<file path="config.mk">
export PLATFORM = sky130hd
export DESIGN_NAME = preemptive_priority_scheduler_flat
export DESIGN_NICKNAME = d
export VERILOG_FILES = /design/src/pps_pkg.sv /design/src/pps_req_if.sv /design/src/pps_rsp_if.sv /design/src/pps_slot_mem.sv /design/src/pps_ctrl.sv /design/src/preemptive_priority_scheduler.sv /design/src/flat_wrapper.sv
export SDC_FILE = /design/constraint.sdc
export NUM_CORES = 1
export LEC_CHECK = 0
export ABC_CLOCK_PERIOD_IN_PS = 4970
export BUFFER_PORTS_ARGS = -buffer_cell sky130_fd_sc_hd__buf_4
export CELL_PAD_IN_SITES_DETAIL_PLACEMENT = 1
export CELL_PAD_IN_SITES_GLOBAL_PLACEMENT = 1
export CORE_ASPECT_RATIO = 1.75
export CORE_UTILIZATION = 32
export CTS_BUF_LIST = sky130_fd_sc_hd__clkbuf_4 sky130_fd_sc_hd__clkbuf_8
export DETAILED_ROUTE_END_ITERATION = 10
export MAX_ROUTING_LAYER = met4
export PLACE_DENSITY = 0.63
export SYNTH_ARGS = -nofsm -noshare
export SYNTH_HDL_FRONTEND = slang
export SYNTH_SLANG_ARGS = --single-unit
export TNS_END_PERCENT = 20
</file>
<file path="constraint.sdc">
create_clock -name clock -period 4.97 [get_ports clock]
set_input_delay 0.7455 -clock clock [delete_from_list [all_inputs] [get_ports clock]]
set_output_delay 0.7455 -clock clock [all_outputs]
set_load 0.02 [all_outputs]
</file>
<file path="src/pps_pkg.sv">
// ----------------------------------------------------------------------------
// Preemptive priority scheduler package
// Widths, codes and shared types of the scheduler, its slot memory and its
// sequencer.
// ----------------------------------------------------------------------------
package pps_pkg;

   localparam int SLOTS   = 16;
   localparam int IDX_W   = $clog2(SLOTS);
   localparam int SLOT_W  = 4;
   localparam int BURST_W = 8;
   localparam int TIME_W  = 16;
   localparam int PRIO_W  = 8;

   localparam logic [TIME_W-1:0] TIME_MAX = '1;
   localparam logic [IDX_W-1:0]  LAST_IDX = IDX_W'(SLOTS - 1);

   // Request command codes.
   localparam logic CMD_LOAD = 1'b0;
   localparam logic CMD_TICK = 1'b1;

   typedef struct packed {
      logic [BURST_W-1:0] remaining;
      logic [BURST_W-1:0] orig_burst;
      logic [TIME_W-1:0]  arrive;
      logic [PRIO_W-1:0]  prio;
   } slot_entry_type;

   typedef struct packed {
      logic           wr_en;
      logic [IDX_W-1:0] wr_addr;
      slot_entry_type wr_data;
      logic           rd_en;
      logic [IDX_W-1:0] rd_addr;
   } mem_req_type;

   typedef struct packed {
      logic [TIME_W-1:0] time_now;
      logic [SLOT_W-1:0] selected;
      logic              idle;
      logic              finished;
      logic [TIME_W-1:0] completion;
      logic [TIME_W-1:0] turnaround;
      logic [TIME_W-1:0] waiting;
   } result_type;

   typedef enum logic [2:0] {
      ST_IDLE,
      ST_SCAN,
      ST_DRAIN,
      ST_UPDATE,
      ST_DONE
   } state_type;

endpackage

</file>
<file path="src/pps_req_if.sv">
// ----------------------------------------------------------------------------
// Scheduler request channel
// Valid/ready channel carrying one load or tick request.
// ----------------------------------------------------------------------------
interface pps_req_if import pps_pkg::*;
();
   logic                valid;
   logic                ready;
   logic                command;
   logic [SLOT_W-1:0]   slot;
   logic [BURST_W-1:0]  burst;
   logic [TIME_W-1:0]   arrival;
   logic [PRIO_W-1:0]   priority_req;

   modport source (output valid, command, slot, burst, arrival, priority_req,
                   input ready);
   modport sink   (input valid, command, slot, burst, arrival, priority_req,
                   output ready);
endinterface

</file>
<file path="src/pps_rsp_if.sv">
// ----------------------------------------------------------------------------
// Scheduler response channel
// Valid/ready channel carrying the result of one request.
// ----------------------------------------------------------------------------
interface pps_rsp_if import pps_pkg::*;
();
   logic              valid;
   logic              ready;
   logic [TIME_W-1:0] time_now;
   logic [SLOT_W-1:0] selected;
   logic              idle;
   logic              finished;
   logic [TIME_W-1:0] completion;
   logic [TIME_W-1:0] turnaround;
   logic [TIME_W-1:0] waiting;

   modport source (output valid, time_now, selected, idle, finished, completion,
                   turnaround, waiting,
                   input ready);
   modport sink   (input valid, time_now, selected, idle, finished, completion,
                   turnaround, waiting,
                   output ready);
endinterface

</file>
<file path="src/pps_slot_mem.sv">
// ----------------------------------------------------------------------------
// Scheduler slot memory
// One write port and one read port with registered read data. A per-entry
// valid bit makes never-written slots read as all zero after reset.
// ----------------------------------------------------------------------------
module pps_slot_mem import pps_pkg::*;
(
   input  logic           clock,
   input  logic           reset,
   input  mem_req_type    mem_req,
   output slot_entry_type rd_data
);

   slot_entry_type       mem [SLOTS];
   logic [SLOTS-1:0]     valid_ff;
   slot_entry_type       rd_data_ff;
   logic                 rd_valid_ff;

   always_ff @(posedge clock) begin
      if (mem_req.wr_en) begin
         mem[mem_req.wr_addr] <= mem_req.wr_data;
      end
      if (mem_req.rd_en) begin
         rd_data_ff <= mem[mem_req.rd_addr];
      end
   end

   always_ff @(posedge clock) begin
      if (reset) begin
         valid_ff    <= '0;
         rd_valid_ff <= 1'b0;
      end else begin
         if (mem_req.wr_en) begin
            valid_ff[mem_req.wr_addr] <= 1'b1;
         end
         if (mem_req.rd_en) begin
            rd_valid_ff <= valid_ff[mem_req.rd_addr];
         end
      end
   end

   assign rd_data = rd_valid_ff ? rd_data_ff : '0;

endmodule

</file>
<file path="src/pps_ctrl.sv">
// ----------------------------------------------------------------------------
// Scheduler sequencer
// Writes slots on load requests; on tick requests scans the slot memory one
// entry per cycle, keeps the best ready slot and writes back its new burst.
// ----------------------------------------------------------------------------
module pps_ctrl import pps_pkg::*;
(
   input  logic           clock,
   input  logic           reset,
   pps_req_if.sink        req,
   output mem_req_type    mem_req,
   input  slot_entry_type rd_data,
   output logic           res_valid,
   input  logic           res_take,
   output result_type     res
);

   state_type        state_ff, state_in;
   logic [IDX_W-1:0] addr_ff;
   logic             cand_ff;
   logic [IDX_W-1:0] cand_idx_ff;
   logic             best_valid_ff;
   logic [IDX_W-1:0] best_idx_ff;
   slot_entry_type   best_ff;
   logic [TIME_W-1:0] time_ff;
   result_type       res_ff;

   logic             accept;
   logic             load_hit;
   logic             cand_ready;
   logic             cand_better;
   logic [TIME_W-1:0] time_next;
   logic [BURST_W-1:0] rem_dec;
   logic [TIME_W-1:0] tat;
   result_type       upd_res;

   assign accept   = req.valid && req.ready;
   assign load_hit = accept && (req.command == CMD_LOAD) && (int'(req.slot) < SLOTS);

   // Next state.
   always_comb begin
      state_in = state_ff;
      case (state_ff)
         ST_IDLE: begin
            if (req.valid) begin
               state_in = (req.command == CMD_TICK) ? ST_SCAN : ST_DONE;
            end
         end
         ST_SCAN: begin
            if (addr_ff == LAST_IDX) begin
               state_in = ST_DRAIN;
            end
         end
         ST_DRAIN:  state_in = ST_UPDATE;
         ST_UPDATE: state_in = ST_DONE;
         ST_DONE: begin
            if (res_take) begin
               state_in = ST_IDLE;
            end
         end
         default:   state_in = ST_IDLE;
      endcase
   end

   // Outputs of the sequencer.
   always_comb begin
      req.ready       = 1'b0;
      res_valid       = 1'b0;
      mem_req.wr_en   = 1'b0;
      mem_req.wr_addr = best_idx_ff;
      mem_req.wr_data = best_ff;
      mem_req.wr_data.remaining = rem_dec;
      mem_req.rd_en   = 1'b0;
      mem_req.rd_addr = addr_ff;
      case (state_ff)
         ST_IDLE: begin
            req.ready       = 1'b1;
            mem_req.wr_en   = load_hit;
            mem_req.wr_addr = IDX_W'(req.slot);
            mem_req.wr_data = '{remaining:  req.burst,
                                orig_burst: req.burst,
                                arrive:     req.arrival,
                                prio:       req.priority_req};
         end
         ST_SCAN:   mem_req.rd_en = 1'b1;
         ST_UPDATE: mem_req.wr_en = best_valid_ff;
         ST_DONE:   res_valid = 1'b1;
         default: begin
         end
      endcase
   end

   // A slot is ready when it has work left and has arrived. Only a strictly
   // better slot replaces the current best, so ties keep the lower slot.
   assign cand_ready  = (rd_data.remaining != '0) && (rd_data.arrive <= time_ff);
   assign cand_better = !best_valid_ff
                        || (rd_data.prio < best_ff.prio)
                        || ((rd_data.prio == best_ff.prio)
                            && (rd_data.arrive < best_ff.arrive));

   assign time_next = (time_ff == TIME_MAX) ? time_ff : time_ff + 1'b1;
   assign rem_dec   = best_ff.remaining - 1'b1;
   assign tat       = time_next - best_ff.arrive;

   always_comb begin
      upd_res          = '0;
      upd_res.time_now = time_next;
      upd_res.idle     = 1'b1;
      if (best_valid_ff) begin
         upd_res.selected = SLOT_W'(best_idx_ff);
         upd_res.idle     = 1'b0;
         if (rem_dec == '0) begin
            upd_res.finished   = 1'b1;
            upd_res.completion = time_next;
            upd_res.turnaround = tat;
            upd_res.waiting    = (tat >= TIME_W'(best_ff.orig_burst))
                                 ? tat - TIME_W'(best_ff.orig_burst) : '0;
         end
      end
   end

   always_ff @(posedge clock) begin
      if (reset) begin
         state_ff      <= ST_IDLE;
         addr_ff       <= '0;
         cand_ff       <= 1'b0;
         best_valid_ff <= 1'b0;
         time_ff       <= '0;
      end else begin
         state_ff <= state_in;
         cand_ff  <= (state_ff == ST_SCAN);
         if (state_ff == ST_IDLE) begin
            addr_ff       <= '0;
            best_valid_ff <= 1'b0;
         end else if (state_ff == ST_SCAN) begin
            addr_ff <= addr_ff + 1'b1;
         end
         if (cand_ff && cand_ready && cand_better) begin
            best_valid_ff <= 1'b1;
         end
         if (accept && (req.command == CMD_LOAD)) begin
            time_ff <= '0;
         end else if (state_ff == ST_UPDATE) begin
            time_ff <= time_next;
         end
      end
   end

   always_ff @(posedge clock) begin
      cand_idx_ff <= addr_ff;
      if (cand_ff && cand_ready && cand_better) begin
         best_ff     <= rd_data;
         best_idx_ff <= cand_idx_ff;
      end
      if (accept && (req.command == CMD_LOAD)) begin
         res_ff <= '{time_now: '0, selected: '0, idle: 1'b1, finished: 1'b0,
                     completion: '0, turnaround: '0, waiting: '0};
      end else if (state_ff == ST_UPDATE) begin
         res_ff <= upd_res;
      end
   end

   assign res = res_ff;

endmodule

</file>
<file path="src/preemptive_priority_scheduler.sv">
// ----------------------------------------------------------------------------
// Preemptive priority scheduler
// Tick-driven priority scheduler over a memory of process slots.
// ----------------------------------------------------------------------------
// Usage:
//   req carries one request: command 0 loads a slot (burst, arrival,
//   priority_req) and clears the time counter; command 1 advances one tick,
//   running the ready slot with the smallest priority (ties: earlier arrival,
//   then lower slot). rsp returns exactly one result per request.
//   A load request writes its slot and registers its result when it is
//   accepted. A tick request reads the slot memory one entry per cycle,
//   then passes the drain and update states, where it writes back the
//   chosen slot and registers its result; either result is then offered.
//   One request is in work at a time; the output register holds a result
//   while the receiver stalls, and the next request is accepted meanwhile.
//   A new result waits inside the block until the output register is free.
//   Reset clears the time counter and marks every slot empty at once;
//   no clearing pass is needed and requests are accepted right away.
// ----------------------------------------------------------------------------
module preemptive_priority_scheduler import pps_pkg::*;
(
   input  logic      clock,
   input  logic      reset,
   pps_req_if.sink   req,
   pps_rsp_if.source rsp
);

   mem_req_type    mem_req;
   slot_entry_type rd_data;
   logic           res_valid;
   logic           res_take;
   result_type     res;
   logic           rsp_valid_ff;
   result_type     rsp_data_ff;

   pps_slot_mem u_mem (
      .clock   (clock),
      .reset   (reset),
      .mem_req (mem_req),
      .rd_data (rd_data)
   );

   pps_ctrl u_ctrl (
      .clock     (clock),
      .reset     (reset),
      .req       (req),
      .mem_req   (mem_req),
      .rd_data   (rd_data),
      .res_valid (res_valid),
      .res_take  (res_take),
      .res       (res)
   );

   assign res_take = res_valid && (!rsp_valid_ff || rsp.ready);

   always_ff @(posedge clock) begin
      if (reset) begin
         rsp_valid_ff <= 1'b0;
      end else if (res_take) begin
         rsp_valid_ff <= 1'b1;
      end else if (rsp.ready) begin
         rsp_valid_ff <= 1'b0;
      end
   end

   always_ff @(posedge clock) begin
      if (res_take) begin
         rsp_data_ff <= res;
      end
   end

   assign rsp.valid      = rsp_valid_ff;
   assign rsp.time_now   = rsp_data_ff.time_now;
   assign rsp.selected   = rsp_data_ff.selected;
   assign rsp.idle       = rsp_data_ff.idle;
   assign rsp.finished   = rsp_data_ff.finished;
   assign rsp.completion = rsp_data_ff.completion;
   assign rsp.turnaround = rsp_data_ff.turnaround;
   assign rsp.waiting    = rsp_data_ff.waiting;

   // The sequencer never reads and writes the slot memory in the same cycle.
   a_mem_exclusive: assert property (@(posedge clock) disable iff (reset)
      mem_req.wr_en |-> !mem_req.rd_en)
      else $error("slot memory read and written in the same cycle");

   // A finished slot was run, and its times are ordered.
   a_finish_consistent: assert property (@(posedge clock) disable iff (reset)
      (rsp.valid && rsp.finished) |->
         (!rsp.idle && (rsp.completion >= rsp.turnaround)
          && (rsp.turnaround >= rsp.waiting)))
      else $error("inconsistent completion report");

   // A finished result stays offered until the output register takes it.
   a_result_held: assert property (@(posedge clock) disable iff (reset)
      (res_valid && !res_take) |=> res_valid)
      else $error("result dropped before hand-over");

endmodule
</file>
<file path="src/flat_wrapper.sv">
// flat-port wrapper written by rule: the top's interface ports become plain ports
module preemptive_priority_scheduler_flat import pps_pkg::*;
  (clock, reset, req_valid, req_command, req_slot, req_burst, req_arrival, req_priority_req, req_ready, rsp_valid, rsp_time_now, rsp_selected, rsp_idle, rsp_finished, rsp_completion, rsp_turnaround, rsp_waiting, rsp_ready);
  pps_req_if req_i ();
  pps_rsp_if rsp_i ();
  input  logic clock;
  input  logic reset;
  input wire logic [$bits(req_i.valid)-1:0] req_valid;
  input wire logic [$bits(req_i.command)-1:0] req_command;
  input wire logic [$bits(req_i.slot)-1:0] req_slot;
  input wire logic [$bits(req_i.burst)-1:0] req_burst;
  input wire logic [$bits(req_i.arrival)-1:0] req_arrival;
  input wire logic [$bits(req_i.priority_req)-1:0] req_priority_req;
  output wire logic [$bits(req_i.ready)-1:0] req_ready;
  output wire logic [$bits(rsp_i.valid)-1:0] rsp_valid;
  output wire logic [$bits(rsp_i.time_now)-1:0] rsp_time_now;
  output wire logic [$bits(rsp_i.selected)-1:0] rsp_selected;
  output wire logic [$bits(rsp_i.idle)-1:0] rsp_idle;
  output wire logic [$bits(rsp_i.finished)-1:0] rsp_finished;
  output wire logic [$bits(rsp_i.completion)-1:0] rsp_completion;
  output wire logic [$bits(rsp_i.turnaround)-1:0] rsp_turnaround;
  output wire logic [$bits(rsp_i.waiting)-1:0] rsp_waiting;
  input wire logic [$bits(rsp_i.ready)-1:0] rsp_ready;
  assign req_i.valid = req_valid;
  assign req_i.command = req_command;
  assign req_i.slot = req_slot;
  assign req_i.burst = req_burst;
  assign req_i.arrival = req_arrival;
  assign req_i.priority_req = req_priority_req;
  assign req_ready = req_i.ready;
  assign rsp_valid = rsp_i.valid;
  assign rsp_time_now = rsp_i.time_now;
  assign rsp_selected = rsp_i.selected;
  assign rsp_idle = rsp_i.idle;
  assign rsp_finished = rsp_i.finished;
  assign rsp_completion = rsp_i.completion;
  assign rsp_turnaround = rsp_i.turnaround;
  assign rsp_waiting = rsp_i.waiting;
  assign rsp_i.ready = rsp_ready;
  preemptive_priority_scheduler u_core (.clock(clock), .reset(reset), .req(req_i), .rsp(rsp_i));
endmodule
</file>
== Word-level counts from Yosys, hierarchy flattened ==
Memory sizes are Yosys's and may differ from the RTL's. A register that Yosys moved wholly into a read port is not among the register bits.
Cells that the tools add are included.

* Register bits after elaboration: 231
* Bits in writable memories: 640
* Bits of input ports: 41
* Output and inout bits: 72
* Word-level logic and storage cells: 99
* Memories: 1

* $add $sub $neg: 5
* Order comparisons: 7
* Eq/ne operators: 10
* Mux-type cells: 25
* Bitwise operators: 2
* Reductions and logical operators: 21

{| class="wikitable"
|+ Memories
! memory !! depth !! width !! rd ports !! clocked after memory_dff !! wr ports !! line !! text
|-
| u_core.u_mem.mem || 16 || 40 || 1 || 1 || 1 || pps_slot_mem.sv:14 || <nowiki>slot_entry_type mem [SLOTS];</nowiki>
|}

{| class="wikitable"
|+ Operators with widths
! kind !! count
|-
| $mux 54 || 1
|-
| $mux 49 || 1
|-
| $mux 44 || 1
|-
| $mux 40 || 1
|-
| $mux 16 || 2
|-
| $add 16x1->16 const B || 1
|-
| $eq 16x16->1 const B || 1
|-
| $ge 16x8->1 || 1
|-
| $le 16x16->1 || 1
|-
| $lt 16x16->1 || 1
|-
| $or 16x16->16 || 1
|-
| $sub 16x16->16 || 1
|-
| $sub 16x8->16 || 1
|-
| $pmux 3 s5 || 1
|-
| $mux 3 || 4
|-
| $mux 1 || 11
|-
| $lt 4x5->1 const B || 2
|-
| $eq 8x8->1 || 1
|-
| $logic_and 1x1->1 || 8
|-
| $logic_not 8->1 || 1
|-
| $lt 8x8->1 || 1
|-
| $reduce_bool 8->1 || 1
|-
| $sub 8x1->8 const B || 1
|-
| $eq 3x2->1 const B || 2
|-
| 17 further kinds || 23
|}

== Logic depth before layout (Yosys ltp) ==
Gate-level depths: netlist (run 1).

* Depth after elaboration: 7
* Mapped depth: 24

== Cells and area by module ==
From an unflattened synthesis (run 1), not the netlist that was laid out.

* Cell total of the unflattened synthesis: 2054
* Area total of the unflattened synthesis: 36373.6 sq um

{| class="wikitable"
|+ By module, submodules not included
! module !! instances !! cells an instance !! area an instance (sq um) !! sequential area each (sq um)
|-
| pps_slot_mem || 1 || 1061 || 26181.4 || 20759.9
|-
| pps_ctrl || 1 || 918 || 8035.2 || 3303.2
|-
| preemptive_priority_scheduler || 1 || 75 || 2157.1 || 2122.0
|}

== Worst setup path before layout (run 1) ==
Ideal clock, no wire load.

* Path kind: register to register
* Start point: reg u_core.u_ctrl.state_ff[2]
* End point: reg u_core.u_ctrl.state_ff[0]
* Arrival time: 4.695 ns
* Required time: 4.855 ns
* Path slack: 0.160 ns
* Cell stages (with the launch flop): 5
* Path buffers: 1
* Period minus slack after synthesis: 4.810 ns
* Cell sequence: dfxtp_1 clkbuf_1 nor3b_1 a21oi_1 a2111oi_0

* Word-level cells in the longest chain between the ends: 5

{| class="wikitable"
|+ Ends and longest elaborated chain
! item !! line !! text
|-
| from (decl) || pps_ctrl.sv:18 || <nowiki>state_type state_ff, state_in;</nowiki>
|-
| from (signal assigned) || pps_ctrl.sv:130 || <nowiki>state_ff <= state_in;</nowiki>
|-
| $eq 3x3->1 || pps_ctrl.sv:43, pps_ctrl.sv:75 ||
|-
| $mux 1 || pps_ctrl.sv:75 || <nowiki>case (state_ff)</nowiki>
|-
| $logic_and 1x1->1 || preemptive_priority_scheduler.sv:54 || <nowiki>assign res_take = res_valid && (!rsp_valid_ff || rsp.ready);</nowiki>
|-
| $ne 2x1->1 (no source line) || -- ||
|-
| $reduce_and 3->1 (no source line) || -- ||
|}

Parallel ways exist; a longest one is shown, timed or not.
A chain may end at the register's enable or synchronous reset.

== Final worst setup path (run 1) ==
* Start point: reg u_core.u_ctrl.time_ff[0]
* End point: reg u_core.u_ctrl.res_ff (netlist bit u_core.u_ctrl.res[14])

* Word-level cells in the longest chain between the ends: 7

{| class="wikitable"
|+ Ends and longest elaborated chain
! item !! line !! text
|-
| from (decl) || pps_ctrl.sv:25 || <nowiki>logic [TIME_W-1:0] time_ff;</nowiki>
|-
| from (signal assigned) || pps_ctrl.sv:144 || <nowiki>time_ff <= time_next;</nowiki>
|-
| $add 16x1->16 / $eq 16x16->1 (equally long branches) || pps_ctrl.sv:101 || <nowiki>assign time_next = (time_ff == TIME_MAX) ? time_ff : time_ff + 1'b1;</nowiki>
|-
| $mux 16 * || pps_ctrl.sv:101 ||
|-
| $sub 16x16->16 * || pps_ctrl.sv:103 || <nowiki>assign tat = time_next - best_ff.arrive;</nowiki>
|-
| $sub 16x8->16 / $ge 16x8->1 (equally long branches) || pps_ctrl.sv:117, pps_ctrl.sv:116 ||
|-
| $mux 16 * || pps_ctrl.sv:117 || <nowiki>? tat - TIME_W'(best_ff.orig_burst) : '0;</nowiki>
|-
| $mux 49 * || pps_ctrl.sv:112 || <nowiki>if (rem_dec == '0) begin</nowiki>
|-
| $mux 54 * || pps_ctrl.sv:109 || <nowiki>if (best_valid_ff) begin</nowiki>
|-
| to (signal assigned) || pps_ctrl.sv:156 || <nowiki>res_ff <= '{time_now: '0, selected: '0, idle: 1'b1, finished: 1'b0,</nowiki>
|-
| to (signal assigned) || pps_ctrl.sv:159 || <nowiki>res_ff <= upd_res;</nowiki>
|-
| to (decl) || pps_ctrl.sv:26 || <nowiki>result_type res_ff;</nowiki>
|}

Every way passes the cells marked *; elsewhere a longest branch is shown, timed or not.

==> results, run 1 <==
- The flow ran to the end, and the final reports show no timing, DRC or antenna violations.
- The detailed router finished its first iteration with 1,233 violations.
- In this run the power spent charging and discharging nets is 0.004208 W.
- The maximum number of pins on one net before global-route repair is 77.
- The number of maximum-capacitance constraint violations is 0.
- For this run, the detailed router's first-pass iteration total came to 4.
- Measured against its own limit, the worst slew margin works out to 19.62%.
- The residual DRC count is 0.
- The final routed wirelength across all metal layers is 98,720 µm.
- In this run the most used layer during global routing was met2.
- The count of distinct cell types in the synthesized netlist is 65.
- The part of the total power dissipated in sequential elements is 55.0%.
- The logic gate share of total power is 11.3%.
- The count of pins over their slew limit came to 0.
- When the netlist entered floorplanning its net count stood at 2,122.
- The post-placement setup slack is 0.02169 ns.
- The initial antenna violation count came to 5.
- The most used flip-flop cell after synthesis is sky130_fd_sc_hd__edfxtp_1.
- The final estimated routing congestion in global placement is 0.8665.
- The slowest stage of the critical path is the sky130_fd_sc_hd__fa_1 cell.
- The post-detailed-placement half-perimeter wirelength is 62,460 µm.
- Counting the buffers created by CTS gives 120.
- For this run, global-route usage on met3 was measured as 2.451%.
- The count of port buffers added during placement is 112.
- At the later pin of the worst-skew pair, clock insertion delay measures 0.82 ns.
- TritonCTS built the clock tree.
- The switching share of total power is 25.39%.
- At the pin with the least slew margin, the transition time is 1.200 ns.
- The number of global-route vias before repair is 21,020.
- In the routed layout, each cell is associated on average with a via count of 5.030.
- The clock skew is 0.03989 ns.
- The maximum level of the CTS H-tree is 3.
- For this block, the via count after detailed routing is 19,320.
- The synthesized cell area is 36,100 µm².
- For the worst setup path, the data required time is 5.71 ns.
- The final layout contains 2,368 nets.
- Counting every sink on the clock net gives 911.
- Global routing finished with a remaining overflow of 0.
- The placeable core region is 111,700 µm².
- The count of nets left with antenna violations once routing finished came out at 0.
- The power per standard cell area is 393.8 nW/µm².
- The floorplan row count is 162.
- The clock root buffer is sky130_fd_sc_hd__clkbuf_8.
- The data arrival time of the critical path is 5.52 ns.
- The starting utilization of the core area is 32.33%.
- The setup path with the least slack is of type flip-flop to flip-flop.
- Clock-pin slew was measured on the worst setup and hold paths at 0.07 ns.
- STA classifies the critical path endpoint as a flip-flop.
- The path class of the tightest hold or removal check is input port to flip-flop.
- The height of the die is 446.4 µm.
- The share of synthesized registers carrying an async set or reset is 0%.
- The met2 usage is 33.74%.
- Dividing the detail-routed wire length by the instance count gives 25.70 µm.
- The worst setup path is launched from a flip-flop.
- The final hold violation count is 0.
- The fraction of layout cells with a size suffix above 1 is 29.28%.
- Setup repair after global routing left no endpoint under its margin.
- The die area is 114,200 µm².
- The time the worst path needs with I/O delays and setup is 4.786 ns.
- The peak clock frequency supported by timing is 208.9 MHz.
- The overall die width is 255.9 µm.
- The global-route wire length before repair is 142,500 µm.
- In this design, the stage delay of the slowest critical-path cell is 0.44 ns.
- The highest net fanout along the worst path is 4.
- Counting flops with a built-in enable in the synthesized netlist gives 794.
- The final worst-path cycle share is 96.30%.
- The synthesized design contains 911 register bits.
- The mean area per synthesized cell is 17.94 µm².
- Setup violations remaining at the end of the flow were counted as 0.
- Setup slack on the critical path of the routed design comes to 0.1840 ns.
- The cell-internal power is 0.01237 W.
- Summed over all cells, the static leakage comes to 13.87 nW.
- The met1 track utilization from global routing is 18.34%.
- Yosys printed 0 warnings.
- The share of power burned in the clock network is 33.7%.
- The overall fraction of global-route tracks in use is 17.87%.
- Summing the sequential cell areas from Yosys gives 72.53% of the chip area.
- Pin placement for this block handled 113 I/O pins.
- The setup TNS after final layout is 0 ns.
- Walking the worst path, the cells encountered are ha_1 -> nand2_1 -> nor2_2 -> nand3_1 -> nor2_4 -> xnor2_2 -> inv_1 -> ha_1 -> fa_1 -> nand2b_1 -> nand2b_1 -> a21oi_1 -> xnor2_1 -> buf_4 -> ha_1 -> o21ai_1 -> a21oi_1 -> o41a_1 -> or2_2 -> or3_1 -> a21o_1 -> a21oi_1.
- The area growth from synthesis to layout is 16.60%.
- IR analysis of the VDD net gives a maximum drop of 0.0002334 V.
- The number of buffers on the longest clock path is 3.
- The gate count of the mapped netlist is 2,012.
-- sequential cells by signal (all words and copies together), names as in the netlist --
name	flops
u_core.u_mem.mem	640
u_core.u_ctrl.res	70
u_core.u_ctrl.best_ff	40
u_core.u_mem.rd_data_ff	40
u_core.rsp.completion	16
u_core.rsp.time_now	16
u_core.rsp.turnaround	16
u_core.rsp.waiting	16
u_core.u_ctrl.time_ff	16
u_core.u_mem.valid_ff	16
u_core.rsp.selected	4
u_core.u_ctrl.addr_ff	4
u_core.u_ctrl.best_idx_ff	4
u_core.u_ctrl.cand_idx_ff	4
u_core.u_ctrl.state_ff	3
u_core.rsp.finished	1
u_core.rsp.idle	1
u_core.rsp.valid	1
u_core.u_ctrl.best_valid_ff	1
u_core.u_ctrl.cand_ff	1
u_core.u_mem.rd_valid_ff	1
-- timing repair --
item	4_1_cts	5_1_grt
endpoints found under the setup margin	0	16
gates resized for setup	0	26
buffers inserted	0	7
hold endpoints to repair	0	0
hold buffers	0	0
-- power groups by stage --
stage / Clock [W] / Sequential, W / Combinational, W
after floorplan: 0 / 0.00933 / 0.000976
after global placement: 0 / 0.00928 / 0.00180
after detailed placement: 0 / 0.00930 / 0.00189
after CTS: 0.00576 / 0.00913 / 0.00189
after global routing: 0.00598 / 0.00914 / 0.00201
final: 0.00559 / 0.00912 / 0.00187
-- cells in the mapped netlist (all sizes together), types with 2 or more instances --
master,count,area share (%)
a2111oi,3,0.073
a211oi,15,0.33
a21boi,3,0.062
a21o,18,0.38
a21oi,52,0.73
a22o,9,0.22
a22oi,26,0.54
a31o,2,0.049
a31oi,6,0.10
and2,43,0.75
and3,2,0.035
and4b,2,0.055
buf,22,0.28
clkbuf,72,0.75
dfxtp,117,6.5
edfxtp,794,66
fa,2,0.11
ha,67,2.3
inv,59,0.61
mux2i,6,0.17
mux4,205,13
nand2,97,1.0
nand2b,11,0.19
nand3,13,0.18
nand3b,2,0.042
nand4,15,0.28
nor2,141,1.5
nor2b,6,0.10
nor3,26,0.36
nor3b,7,0.15
nor4,3,0.052
o211ai,7,0.16
o21a,9,0.19
o21ai,69,1.1
o31a,2,0.049
o31ai,7,0.15
or2,7,0.12
or3,10,0.17
or4,2,0.052
xnor2,26,0.63
xor2,13,0.32
-- metal layers --
metal | wire length (µm) | up-vias
met5 | 0 | -
met4 | 3769 | 0
li1 | - | 8455
met2 | 55490 | 479
met3 | 3531 | 184
met1 | 35930 | 10210
-- critical path, delay by kind of cell, from the launching register on --
kind / cells / cell delay (ns)
xor+xnor: 2 / 0.29
flops: 1 / 0.36
simple gates: 8 / 1.56
compound gates: 6 / 1.06
buf+inv: 2 / 0.25
fa+ha+maj: 4 / 1.17
-- worst paths after layout --
kind,from,slack (ns),end,depth (start not counted)
worst max register to register,u_core.u_ctrl.time_ff[0],0.18,u_core.u_ctrl.res[14],22
worst min-delay path,req_command,0.32,u_core.u_ctrl.state_ff[2],4
worst min register to register,u_core.u_ctrl.cand_idx_ff[1],0.40,u_core.u_ctrl.best_idx_ff[1],0
worst max-delay path,u_core.u_ctrl.time_ff[0],0.18,u_core.u_ctrl.res[14],22
-- metrics by stage --
stage	std cells	total power, W	hold slack, ns	utilization (%)	area (µm²)
after floorplan	2012	0.01031	0.3290	-	36100
after global placement	3604	0.01108	0.3868	35.40	39540
after detailed placement	3604	0.01118	0.3896	35.40	39540
after CTS	3831	0.01678	0.2239	37.54	41930
after global routing	3842	0.01713	0.3244	37.69	42100
final	3842	0.01658	0.3158	37.69	42100
-- area by class of cell --
class,count,area (µm²)
clock buffers,161,2022
repair buffers,218,1866
inverters,60,226.5
well taps,1476,1847
multi-input cells,947,9564
flip-flops and latches,911,26200
clock inverters,66,367.9
fillers,11100,69590
diodes,3,7.507
-- cell usage in the layout (no fill, tap or decap), types with 5 or more instances in the layout --
cell                       count
sky130_fd_sc_hd__nand2b_1     11
sky130_fd_sc_hd__nor3_1       26
sky130_fd_sc_hd__a211oi_1     14
sky130_fd_sc_hd__edfxtp_1    794
sky130_fd_sc_hd__a21oi_1      47
sky130_fd_sc_hd__mux2i_1       5
sky130_fd_sc_hd__and2_1       43
sky130_fd_sc_hd__buf_12       18
sky130_fd_sc_hd__a21o_1       17
sky130_fd_sc_hd__nand2_1      97
sky130_fd_sc_hd__xnor2_2       5
sky130_fd_sc_hd__nand3_1      13
sky130_fd_sc_hd__or3_1        10
sky130_fd_sc_hd__o21ai_2      10
sky130_fd_sc_hd__a22o_1        9
sky130_fd_sc_hd__a21oi_2       5
sky130_fd_sc_hd__o211ai_1      6
sky130_fd_sc_hd__clkinv_2     28
sky130_fd_sc_hd__a22oi_1      26
sky130_fd_sc_hd__o31ai_1       5
sky130_fd_sc_hd__dfxtp_1     113
sky130_fd_sc_hd__nor2b_1       6
sky130_fd_sc_hd__o21ai_1      13
sky130_fd_sc_hd__xnor2_1      21
sky130_fd_sc_hd__or2_2         5
sky130_fd_sc_hd__inv_1        59
sky130_fd_sc_hd__a31oi_1       6
sky130_fd_sc_hd__clkinv_1     30
sky130_fd_sc_hd__clkbuf_4     31
sky130_fd_sc_hd__nor2_1      119
sky130_fd_sc_hd__mux4_2      205
sky130_fd_sc_hd__o21a_1        9
sky130_fd_sc_hd__buf_4       199
sky130_fd_sc_hd__ha_1         66
sky130_fd_sc_hd__nand4_1      14
sky130_fd_sc_hd__xor2_1       12
sky130_fd_sc_hd__o21ai_0      46
sky130_fd_sc_hd__nor2_4       18
sky130_fd_sc_hd__nor3b_1       5
sky130_fd_sc_hd__clkbuf_8    130
-- cells by family (layout without fill, tap and decap cells) --
group / Yosys count / count (layout) / synth area share [%]
flip-flops: 911 / 911 / 72.53
AND/OR/NAND/NOR: 390 / 390 / 5.094
AO/OA/AOI/OAI: 238 / 238 / 4.394
multiplexers: 211 / 211 / 12.95
buffers and inverters: 154 / 505 / 1.653
adder cells (fa/ha/maj): 69 / 69 / 2.433
XOR/XNOR: 39 / 39 / 0.9461
other: 0 / 3 / 0
Power figures use the tool's default switching activity.
==> run 2: changes to the inputs <==
--- a/config.mk
+++ b/config.mk
@@ -7,14 +7,11 @@
 export LEC_CHECK = 0
 export ABC_CLOCK_PERIOD_IN_PS = 4970
 export BUFFER_PORTS_ARGS = -buffer_cell sky130_fd_sc_hd__buf_4
-export CELL_PAD_IN_SITES_DETAIL_PLACEMENT = 1
-export CELL_PAD_IN_SITES_GLOBAL_PLACEMENT = 1
 export CORE_ASPECT_RATIO = 1.75
 export CORE_UTILIZATION = 32
 export CTS_BUF_LIST = sky130_fd_sc_hd__clkbuf_4 sky130_fd_sc_hd__clkbuf_8
 export DETAILED_ROUTE_END_ITERATION = 10
 export MAX_ROUTING_LAYER = met4
-export PLACE_DENSITY = 0.63
 export SYNTH_ARGS = -nofsm -noshare
 export SYNTH_HDL_FRONTEND = slang
 export SYNTH_SLANG_ARGS = --single-unit
==> results, run 2 (same netlist as run 1, synthesis figures left out) <==
- The flow ran to the end, and the final reports show no timing, DRC or antenna violations.
- The H-tree generated during clock tree synthesis spans 3 levels.
- With fillers left out, the area of the finished cells amounts to 42,010 µm².
- The clock transition at the registers of the reported paths is 0.07 ns.
- Across all register-to-register paths, the minimum setup slack is 0.25 ns.
- The required time at the endpoint of the critical path is 5.63 ns.
- Row generation in the floorplan step produced 162 rows.
- Relative to the synthesized area, the layout overhead comes to 16.36%.
- Based on the critical path, the design can be clocked at up to 211.9 MHz.
- In this run, CTS created clock tree buffers numbering 115.
- The library cell used most frequently in the layout, excluding fill and tap cells, is sky130_fd_sc_hd__edfxtp_1.
- The count of cells in the finished layout, fillers not included, comes to 3,818.
- The worst hold margin is 0.3372 ns.
- The final estimated routing congestion in global placement is 0.8918.
- The tightest min-delay check is of the input port to flip-flop type.
- After filler insertion, the fill cell instance count of the layout stands at 10,190.
- In the global route stage, overall resource usage came out at 16.32%.
- Across the routed clock network, the largest skew measured is 0.05655 ns.
- The flip-flop count of the largest register, all copies and words added is 640.
- During I/O placement, the number of pins put on the boundary was 113.
- The longest clock path from root to sink contains 3 buffers.
- The count of cells along the worst register-to-register path is 20.
- The final route contains 19,070 vias.
- The final worst-path cycle share is 94.95%.
- In the layout the commonest cells are 794 x sky130_fd_sc_hd__edfxtp_1, 205 x sky130_fd_sc_hd__mux4_2, 188 x sky130_fd_sc_hd__buf_4.
- The count of nets left with antenna violations once routing finished came out at 0.
- Detailed placement finished with a half-perimeter wire length of 55,290 µm.
- Max-cap violations in this run came to 0.
- In this run the horizontal extent of the chip is 255.9 µm.
- The first global-routing pass estimated 132,600 µm of wire.
- The worst hold path passes through 2 cells.
- The count of pins over their slew limit is 0.
- The clock drives 911 sinks.
- The tree is rooted in a sky130_fd_sc_hd__clkbuf_8.
- After detailed placement, the design holds a cell count of 3,598.
- In the routed design, unresolved DRC markers number 0.
- The power per standard cell area is 397.8 nW/µm².
- The count of port buffers added during placement is 112.
- The total setup violations reported at the end of the flow is 0.
- STA puts the critical path data arrival time at 5.37 ns.
- The time the worst path needs with I/O delays and setup is 4.719 ns.
- The worst setup path category is flip-flop to flip-flop.
- The transition at the pin with the smallest max-transition slack is 1.201 ns.
- Once placement finished, the instance area stood at 39,470 µm².
- The final hold violation count was 0.
- Wires add up to 90,350 µm.
- Counting flops per register, the top entry is u_core.u_mem.mem.
- The die area is 114,200 µm².
- The worst ir drop on vdd is 0.0002200 V.
- The element type at the critical path start is a flip-flop.
- Entering global routing, the biggest net connects 78 pins.
- The worst setup path is captured at a flip-flop.
- The total overflow left after global routing is 0.
- The total of hold buffers inserted after clock tree synthesis is 0.
- Setup repair after global routing could not meet its margin everywhere.
- The die is 446.4 µm tall.
- The placeable core region is 111,700 µm².
- The first TritonRoute pass finished after 5 iterations.
- The starting utilization of the core area is 32.33%.
- The initial antenna violation count is 4.
- Summed over all failing endpoints, the final setup total negative slack is 0 ns.
- TritonCTS built the clock tree.
- The number of global-route vias before repair is 20,110.
- The count of nets after finishing is 2,350.
- In this run the static leakage power is 13.81 nW.
- The initial DRC count is 1,403.
- The relative slew slack is 19.96%.
- For the worst-skew pair, the clock arrives at the later sink with an insertion delay of 0.82 ns.
- The average wire length per cell after detail routing is 23.66 µm.
- The fraction of layout cells with a size suffix above 1 is 28.05%.
- Dividing the detail-routed via count by the number of cells gives 4.994.
- Of all nets on the critical path, the largest fanout is 7.
## run 2: cell types whose count changed in the layout (fill, tap and decap cells not counted), moves of 3 or more
cell                        before  now
sky130_fd_sc_hd__xnor2_1        21   24
sky130_fd_sc_hd__bufinv_16       2   10
sky130_fd_sc_hd__clkbuf_8      130  123
sky130_fd_sc_hd__clkinv_2       28   20
sky130_fd_sc_hd__buf_4         199  188
sky130_fd_sc_hd__xnor2_2         5    2
sky130_fd_sc_hd__clkbuf_4       31   24
## run 2: what timing repair did
action / 4_1_cts / 5_1_grt
setup buffers: 0 / 1
setup endpoints to repair: 0 / 16
resized for setup: 0 / 13
## run 2: final timing paths
path,endpoint,startpoint
worst min-delay path,u_core.u_mem.valid_ff[6],reset
worst min register to register,u_core.u_ctrl.best_idx_ff[3],u_core.u_ctrl.cand_idx_ff[3]
worst max register to register,u_core.u_ctrl.res[14],u_core.u_ctrl.time_ff[8]
worst max-delay path,u_core.u_ctrl.res[14],u_core.u_ctrl.time_ff[8]
## run 2: metal layers
| metal | track usage (%) | part of all wire (%) |
|---|---|---|
| met4 | 6.900 | 3.9 |
| met1 | 17.83 | 37 |
| met2 | 29.50 | 54 |
| met3 | 2.321 | 4.3 |
| met5 | - | 0 |
## run 2: worst max-delay path: stages, from the launching register on
cell and delay (ns):
sky130_fd_sc_hd__dfxtp_1 0.40, sky130_fd_sc_hd__nand4_1 0.17, sky130_fd_sc_hd__nor2_1 0.20, sky130_fd_sc_hd__nand3_1 0.11, sky130_fd_sc_hd__nor2_1 0.19, sky130_fd_sc_hd__xnor2_1 0.18, sky130_fd_sc_hd__inv_1 0.13, sky130_fd_sc_hd__ha_1 0.22
sky130_fd_sc_hd__fa_1 0.44, sky130_fd_sc_hd__xnor2_1 0.39, sky130_fd_sc_hd__ha_1 0.37, sky130_fd_sc_hd__nor2b_1 0.15, sky130_fd_sc_hd__o21ai_0 0.22, sky130_fd_sc_hd__a21oi_1 0.15, sky130_fd_sc_hd__o41a_1 0.38, sky130_fd_sc_hd__nor2_2 0.16
sky130_fd_sc_hd__nand2_1 0.11, sky130_fd_sc_hd__o41ai_4 0.25, sky130_fd_sc_hd__buf_6 0.19, sky130_fd_sc_hd__a21o_1 0.09, sky130_fd_sc_hd__a21oi_1 0.05
## run 2: stage by stage
| stage | util [%] | worst slack [ns] | power [W] |
|---|---|---|---|
| after floorplan | - | 0.1601 | 0.01031 |
| after global placement | 35.34 | 0.1237 | 0.01103 |
| after detailed placement | 35.34 | 0.04872 | 0.01111 |
| after CTS | 37.56 | 0.03071 | 0.01689 |
| after global routing | 37.62 | -0.02407 | 0.01731 |
| final | 37.62 | 0.2509 | 0.01671 |
## run 2: area by class of cell
| type | instances | area [µm²] | area share [%] |
|---|---|---|---|
| tap | 1476 | 1847 | 4.396 |
| clock inverter | 69 | 606.8 | 1.444 |
| clock buffer | 147 | 1873 | 4.459 |
| inverter | 60 | 226.5 | 0.5391 |
| timing repair buffer | 205 | 1743 | 4.149 |
| antenna | 3 | 7.507 | 0.01787 |
| multi-input combinational | 947 | 9509 | 22.64 |
| sequential | 911 | 26200 | 62.36 |
## run 2: power by group
| part | switching (W) | internal [W] | leakage, nW | total (W) |
|---|---|---|---|---|
| Sequential | 0.000100 | 0.00903 | 8.22 | 0.00913 |
| Combinational | 0.00122 | 0.000555 | 4.29 | 0.00178 |
| Clock | 0.00278 | 0.00302 | 1.30 | 0.00580 |
==> run 3: changes to the inputs <==
--- a/config.mk
+++ b/config.mk
@@ -5,10 +5,11 @@
 export SDC_FILE = /design/constraint.sdc
 export NUM_CORES = 1
 export LEC_CHECK = 0
+export ABC_AREA = 1
 export ABC_CLOCK_PERIOD_IN_PS = 4970
 export BUFFER_PORTS_ARGS = -buffer_cell sky130_fd_sc_hd__buf_4
 export CORE_ASPECT_RATIO = 1.75
-export CORE_UTILIZATION = 32
+export CORE_UTILIZATION = 30
 export CTS_BUF_LIST = sky130_fd_sc_hd__clkbuf_4 sky130_fd_sc_hd__clkbuf_8
 export DETAILED_ROUTE_END_ITERATION = 10
 export MAX_ROUTING_LAYER = met4
==> results, run 3 <==
- The run finished with clean final reports.
- In this run the mean area of a mapped cell was 11.70 µm².
- Setup repair after global routing left no endpoint under its margin.
- Clock skew on the completed layout was measured at 0.04803 ns.
- The floorplan step defined a core boundary enclosing 122,700 µm².
- After routing, the total negative slack on setup checks comes to 0 ns.
- The portion of synthesized area spent on multiplexers is 0%.
- The sequential area share after synthesis is 70.41%.
- At the later pin of the worst-skew pair, clock insertion delay measures 0.80 ns.
- The met1 track utilization from global routing is 18.13%.
- Summed over all layers, the routed wires come to 104,300 µm.
- The simple-gate share of the synthesized area is 11.91%.
- The dominant combinational cell family by area after synthesis is simple AND/OR/NAND/NOR gates.
- The clock transition at the registers of the reported paths is 0.08 ns.
- During I/O placement, the number of pins put on the boundary was 113.
- With fillers left out, the area of the finished cells amounts to 42,940 µm².
- At the end of the flow the core is filled with cells to 34.99%.
- Input and output buffers added on the ports amount to 112.
- The maximum level of the CTS H-tree is 3.
- The number of global-route vias before repair came to 24,470.
- The die is 467.8 µm tall.
- By count the netlist is led by 794 x sky130_fd_sc_hd__edfxtp_1, 484 x sky130_fd_sc_hd__nand2_1, 434 x sky130_fd_sc_hd__nor2_1, 385 x sky130_fd_sc_hd__o21ai_0, 193 x sky130_fd_sc_hd__inv_1.
- The detailed-route vias per instance is 4.928.
- Grouping stages by cell kind, the critical path spends the most delay in simple AND/OR/NAND/NOR gates.
- In the global route stage, met3 resource usage came out at 2.260%.
- The number of synthesized register bits is 911.
- The average wire length per cell after detail routing is 20.57 µm.
- The floorplan row count is 170.
- The library cell used most frequently in the layout, excluding fill and tap cells, is sky130_fd_sc_hd__edfxtp_1.
- Counting I/O delays and the setup requirement, the final critical path takes 4.542 ns.
- The area growth from synthesis to layout is 15.46%.
- Counting every net in the synthesized netlist gives 3,289.
- The worst setup path is of the flip-flop to flip-flop kind.
- The residual DRC count is 0.
- The final hold violation count is 0.
- The most used routing layer in global routing is met2.
- The synthesized netlist devotes 2.362% of its cell area to adder and majority cells.
- The tool flagged a number of max-cap violations equal to 0.
- The number of buffers on the longest clock path is 3.
- For this run, the top clock speed supported by timing is 220.2 MHz.
- u_core.u_mem.mem holds more flip-flops than any other register.
- The overall fraction of global-route tracks in use is 16.93%.
- The number of clock sinks seen by CTS is 911.
- In this run the remaining antenna-violating nets after routing total 0.
- The count of pins over their slew limit is 0.
- The leakage power figure is 15.26 nW.
- Synthesis produced 3,179 cells.
- The global-route wire length before repair is 153,500 µm.
- The worst ir drop on vdd is 0.0002262 V.
- The compound-gate portion of the synthesized area is 10.88%.
- The overall die width is 268.2 µm.
- For the worst setup path, the data required time is 5.60 ns.
- The class of the tightest hold or removal check is input port to flip-flop.
- The first routing iteration left 1,933 violations.
- Once detailed placement completed, the half-perimeter wirelength came to 61,970 µm.
- The library cells used most frequently in the layout, excluding fill and tap cells, are 794 x sky130_fd_sc_hd__edfxtp_1, 484 x sky130_fd_sc_hd__nand2_1, 415 x sky130_fd_sc_hd__nor2_1.
- Along the worst path, the maximum fanout reaches 14.
- The count of warnings emitted by yosys is 0.
- The maximum number of pins on one net before global-route repair is 207.
- Among all flip-flop cells after synthesis, the most frequent one is sky130_fd_sc_hd__edfxtp_1.
- Routability-driven placement finished with a final weighted congestion of 0.8991.
- Counting stages on the worst path, the most repeated cell is sky130_fd_sc_hd__nand2_1.
- The number of iterations in the first detailed-routing pass is 6.
- After synthesis, the largest area contributor takes up 64.11% of total cell area.
- The area of placed instances is 40,450 µm².
- For the pin with the worst max-slew slack, the measured transition is 1.181 ns.
- The register with the most flip-flops in the layout has 640 of them.
- Global routing consumed, on the met2 layer, 30.95% of the routing resources.
- TritonCTS built the clock tree.
- The initial antenna violation count was 3.
- For this design, the CTS-stage hold fixing added 0 buffers.
- The total setup violations reported at the end of the flow is 0.
- The TritonCTS buffer count is 115.
- The final layout contains 3,444 nets.
- The slowest stage of the critical path belongs to the cell sky130_fd_sc_hd__dfxtp_1.
- The fraction of layout cells with a size suffix above 1 is 13.78%.
- The tree is rooted in a sky130_fd_sc_hd__clkbuf_8.
- The starting utilization of the core area is 30.30%.
- The cell area that synthesis handed to floorplanning was 37,190 µm².
- The power per standard cell area is 467.5 nW/µm².
- For this run, the slowest stage of the critical path takes 0.38 ns.
- The number of vias after detailed routing is 24,980.
- The number of buffers and inverters on the critical path is 5.
- The top cell type by total area after synthesis is sky130_fd_sc_hd__edfxtp_1.
- The share of synthesized registers carrying an async set or reset is 0%.
- The final worst-path cycle share is 91.39%.
- STA classifies the critical path endpoint as a flip-flop.
- Headroom to the max-slew limit came out at 20.72%.
- The final global-route overflow total is 0.
- The element type at the critical path start is a flip-flop.
- The die covers 125,400 µm².
- Ranked by total cell area, the synthesized netlist is headed by sky130_fd_sc_hd__edfxtp_1 64%, sky130_fd_sc_hd__dfxtp_1 6.3%, sky130_fd_sc_hd__o21ai_0 5.2%.
- The most frequent cell after synthesis is sky130_fd_sc_hd__edfxtp_1.
- The data arrival time of the critical path is 5.17 ns.
- The netlist uses 44 different library cells.
- Summing the areas of all xor and xnor instances in the mapped netlist gives 0.6829% of the synthesized area.
- The synthesized design contains 794 enable-type register cells.
## run 3: layout make-up
cell class / count / area (µm²)
clock buffers: 149 / 1901
multi-input cells: 1901 / 9814
fillers: 12060 / 79790
repair buffers: 204 / 1682
diodes: 3 / 7.507
flip-flops and latches: 911 / 26200
inverters: 201 / 764.5
well taps: 1634 / 2044
clock inverters: 67 / 528.0
## run 3: cells by family (layout without fill, tap and decap cells)
kind of cell	Yosys count	after routing
simple gates	1093	1093
flops	911	911
compound gates	710	710
buf+inv	367	621
fa+ha+maj	69	69
xor+xnor	29	29
other cells	0	3
## run 3: through the flow
step / instances / hold slack [ns] / setup slack [ns] / total power, W
floorplan: 3179 / 0.3290 / 1.083 / 0.01262
global placement: 4850 / 0.3828 / 0.1561 / 0.01444
detailed placement: 4850 / 0.3859 / 0.1276 / 0.01452
CTS: 5066 / 0.2524 / 0.06337 / 0.02023
global route: 5070 / 0.2848 / 0.01195 / 0.02090
finish: 5070 / 0.3043 / 0.4277 / 0.02007
## run 3: timing repair
action                     CTS  global route
setup endpoints to repair    0            16
resized for setup            0             8
setup buffers                0             1
## run 3: metal layers
metal | routed length [µm] | part of all wire, %
met5 | 0 | 0
met4 | 3790 | 3.6
met3 | 4839 | 4.6
met2 | 55900 | 54
met1 | 39780 | 38
## run 3: worst paths after layout
| check | from | endpoint | slack (ns) | cells past startpoint |
|---|---|---|---|---|
| hold reg to reg | u_core.u_ctrl.addr_ff[3] | u_core.u_ctrl.cand_idx_ff[3] | 0.40 | 0 |
| setup / recovery | u_core.u_ctrl.time_ff[1] | u_core.u_ctrl.res[2] | 0.43 | 30 |
| hold / removal | reset | u_core.u_mem.valid_ff[12] | 0.30 | 2 |
| setup reg to reg | u_core.u_ctrl.time_ff[1] | u_core.u_ctrl.res[2] | 0.43 | 30 |
## run 3: power by group
part           total, W  leakage [nW]  internal, W  switching, W
combinational   0.00416          5.81      0.00102       0.00313
sequential       0.0102          8.15      0.00998      0.000188
clock           0.00574          1.30      0.00290       0.00284
total            0.0201          15.3       0.0139       0.00617
